**src/dtgr_colmap.sv**
```systemverilog
// ----------------------------------------------------------------------------
// dtgr_colmap
// Maps a travel distance to a column: registered product, then rounding.
// ----------------------------------------------------------------------------
module dtgr_colmap (
    input  logic        i_clk,
    input  logic        i_load,
    input  logic [23:0] i_travel,
    input  logic [31:0] i_scale,
    output logic [24:0] o_column
);
    logic [55:0] r_prod;
    logic [56:0] rounded;

    always_ff @(posedge i_clk) begin
        if (i_load) begin
            r_prod <= 56'(i_travel) * 56'(i_scale);
        end
    end

    assign rounded  = {1'b0, r_prod} + 57'h0_0000_0080_0000_00;
    assign o_column = rounded[56:32];
endmodule

```
**config.mk**
```make
export PLATFORM = sky130hd
export DESIGN_NAME = dtgr_colmap
export DESIGN_NICKNAME = d
export VERILOG_FILES = /design/src/dtgr_colmap.sv
export SDC_FILE = /design/constraint.sdc
export NUM_CORES = 2
export LEC_CHECK = 0
export ABC_AREA = 1
export BUFFER_PORTS_ARGS = -buffer_cell sky130_fd_sc_hd__buf_2
export CELL_PAD_IN_SITES_DETAIL_PLACEMENT = 1
export CELL_PAD_IN_SITES_GLOBAL_PLACEMENT = 2
export CORE_AREA = 2 2 281 283
export DETAILED_ROUTE_END_ITERATION = 10
export DIE_AREA = 0 0 283 285
export PLACE_DENSITY_LB_ADDON = 0.1
export SLEW_MARGIN = 25
export SYNTH_ARGS = -nofsm -noshare
export SYNTH_HDL_FRONTEND = slang
export SYNTH_SLANG_ARGS = --single-unit
```
**constraint.sdc**
```tcl
create_clock -name i_clk -period 13 [get_ports i_clk]
set_clock_uncertainty 0.05 [all_clocks]
set_input_delay 0.65 -clock i_clk [delete_from_list [all_inputs] [get_ports i_clk]]
set_output_delay 0.65 -clock i_clk [all_outputs]
set_load 0.02 [all_outputs]
```
==> results.cfg <==
[run_status]
status = finished clean

[synth]
synth_top_area_share = 0.488
async_flop_share = 0
ys_top_cells_by_count = inv_1, nand2_1, fa_1
syn_area_per_cell_sq_um = 7.55
synthTopCellsByArea = fa_1, inv_1, nand2_1
synth_top_flop_cell = edfxtp_1
synth_fp_nets = 4463
yosysWarningCount = 0
syn-instance-count = 3569
synth_cell_types = 32
ys_seq_area_frac = 0.0279
ys_ff_latch = 25
yosysMostFrequentCell = inv_1
synth_edf_count = 25
synth_area_sq_mm = 0.0269
synth_area_leader_cell = fa_1

[global_routing]
grt_pass1_vias = 25200
antenna_found_initial = 2
overflow = 0
grt_start_max_net_pins = 33
track_usage = 0.229
grt_pass1_wl_um = 144000

[drt]
drt-total-wl_um = 88200
wl_per_cell_um = 19.3
ant_nets = 0
vias = 21400
drt-pass1-iter-count = 5
drc = 0
via_per_inst = 4.68
first_iter_violations = 835

[sta]
setup_viol = 0
fin_crit_ns = 7.51
rsz0062_at_grt = no
slew_viol_final = 0
max_freq_mhz = 133
slew_headroom = 0.312
finalCritPeriodShare = 0.578
setup_tns_ns = 0
hold_violations = 0
tightest_slew_ns = 1.02

[critical_path]
cp-end-kind = flip-flop
start_kind = input port
path_max_fanout = 32
arrival_ns = 7.47
crit_type = in -> reg
required_ns = 12.96

[clock_tree]
cts_num_sinks = 25
root_buffer = clkbuf_16
cts.hold.buffers_added = 0
cts_tree = done
post-cts-setup-buffers = 0
clk_pin_slew_ns = 0.07
cts_resized = 0
cts_max_level = 1
cts_buffer_depth = 2
cts_made_buffers = 3

[worst_hold_path]
hold_path.class = in -> reg
hold_start = i_load
min_path_cells = 1
whs_endpoint = r_prod[32]$_DFFE_PP_

[cells_and_area]
drive_gt1_frac = 0.0295
top_regs = r_prod: 25 flops
final_nets = 4416
largest_reg_flops = 25
area_delta_synth_final_pct = 4.87
num_antenna_cells = 0
regMostFlops = r_prod

[floorplanning]
die_w_um = 283
die_area_sq_mm = 0.0807
initial_core_util = 0.346
rows = 103
die_height_um = 285
ioPinCount = 83
core-area_sq_mm = 0.0780

[place]
io_buffer_count = 82
dp_hpwl_um = 75300
gp_congestion = 0.880

[flow_run]
maxCapViolCount = 0
-- placed cells by master, fill, tap and decap left out, types with 3 or more instances in the layout --
master,Yosys,layout
inv_1,1182,1182
nand2_1,991,991
fa_1,657,657
ha_1,179,179
nor2_1,114,114
buf_2,0,82
a21oi_1,76,76
nand3_1,52,52
o21ai_0,47,47
edfxtp_1,25,25
nand4_1,20,20
xor2_1,17,17
xnor2_1,15,15
nor3_1,15,15
o21bai_1,10,10
nor2_2,6,6
a21boi_0,4,4
a21o_1,3,3
nand3b_1,3,3
o21ai_1,3,3
nor2_4,3,3
clkbuf_16,0,3
-- per-layer routing --
layer,GRT usage,routed length [um],vias to the layer above
li1,-,-,9777
met1,0.320,41600,11200
met2,0.394,42400,308
met3,0.0186,2730,90
met4,0.0360,1420,4
met5,0,23,-
-- worst max-delay path by stage --
stage | startpoint | to | slack (ns) | cells past startpoint
2_1_floorplan | i_scale[27] | r_prod[53]$_DFFE_PP_ | 6.80 | 24
3_3_place_gp | i_travel[12] | r_prod[37]$_DFFE_PP_ | 5.29 | 23
3_5_place_dp | i_travel[12] | r_prod[37]$_DFFE_PP_ | 5.29 | 23
4_1_cts | i_travel[9] | r_prod[37]$_DFFE_PP_ | 5.55 | 23
5_1_grt | i_travel[15] | r_prod[32]$_DFFE_PP_ | 5.28 | 23
6_report | i_travel[9] | r_prod[37]$_DFFE_PP_ | 5.49 | 23
-- per-stage QoR --
| step | util | instances | hold slack [ns] | instance area [sq um] | worst slack, ns |
|---|---|---|---|---|---|
| 5_1_grt | 0.362 | 4571 | 0.921 | 28300 | 5.28 |
| 4_1_cts | 0.362 | 4571 | 0.904 | 28300 | 5.55 |
| 3_5_place_dp | 0.361 | 4567 | 1.18 | 28200 | 5.29 |
| 3_3_place_gp | 0.361 | 4567 | 1.19 | 28200 | 5.29 |
| 2_1_floorplan | - | 3569 | 0.712 | 26900 | 6.80 |
| 6_report | 0.362 | 4571 | 0.899 | 28300 | 5.49 |
-- worst max-delay path: stages --
cell     delay (ns)
buf_2          0.64
nand2_1        0.17
fa_1           0.58
inv_1          0.07
fa_1           0.54
inv_1          0.06
fa_1           0.49
inv_1          0.05
fa_1           0.57
fa_1           0.48
fa_1           0.51
inv_1          0.05
fa_1           0.49
inv_1          0.05
ha_1           0.43
nand2_1        0.14
nor2_1         0.21
inv_1          0.06
nor2_1         0.17
inv_1          0.07
o21ai_0        0.36
a21oi_1        0.10
xnor2_1        0.45
-- area by class of cell --
class | count | area, sq um
clock buffer | 3 | 75.1
clock inverter | 1 | 7.51
fill | 9635 | 49700
inverter | 1183 | 4440
multi-input combinational | 2225 | 21200
sequential | 25 | 751
tap | 1050 | 1310
timing repair buffer | 84 | 425
-- logic make-up (layout without fill, tap and decap cells) --
kind of cell               Yosys count  in the layout  share of synthesized area
and+or+nand+nor                   1212           1212                      0.178
AOI/OAI and AO/OA                  145            145                     0.0287
DFF                                 25             25                     0.0279
buffers and inverters             1319           1271                      0.184
adders and majority gates          836            836                      0.571
xor gates and xnor gates            32             32                     0.0104
Power is left out: the tool's default activity adds up to more than one toggle a clock period on the data nets, which glitch-free logic cannot reach.
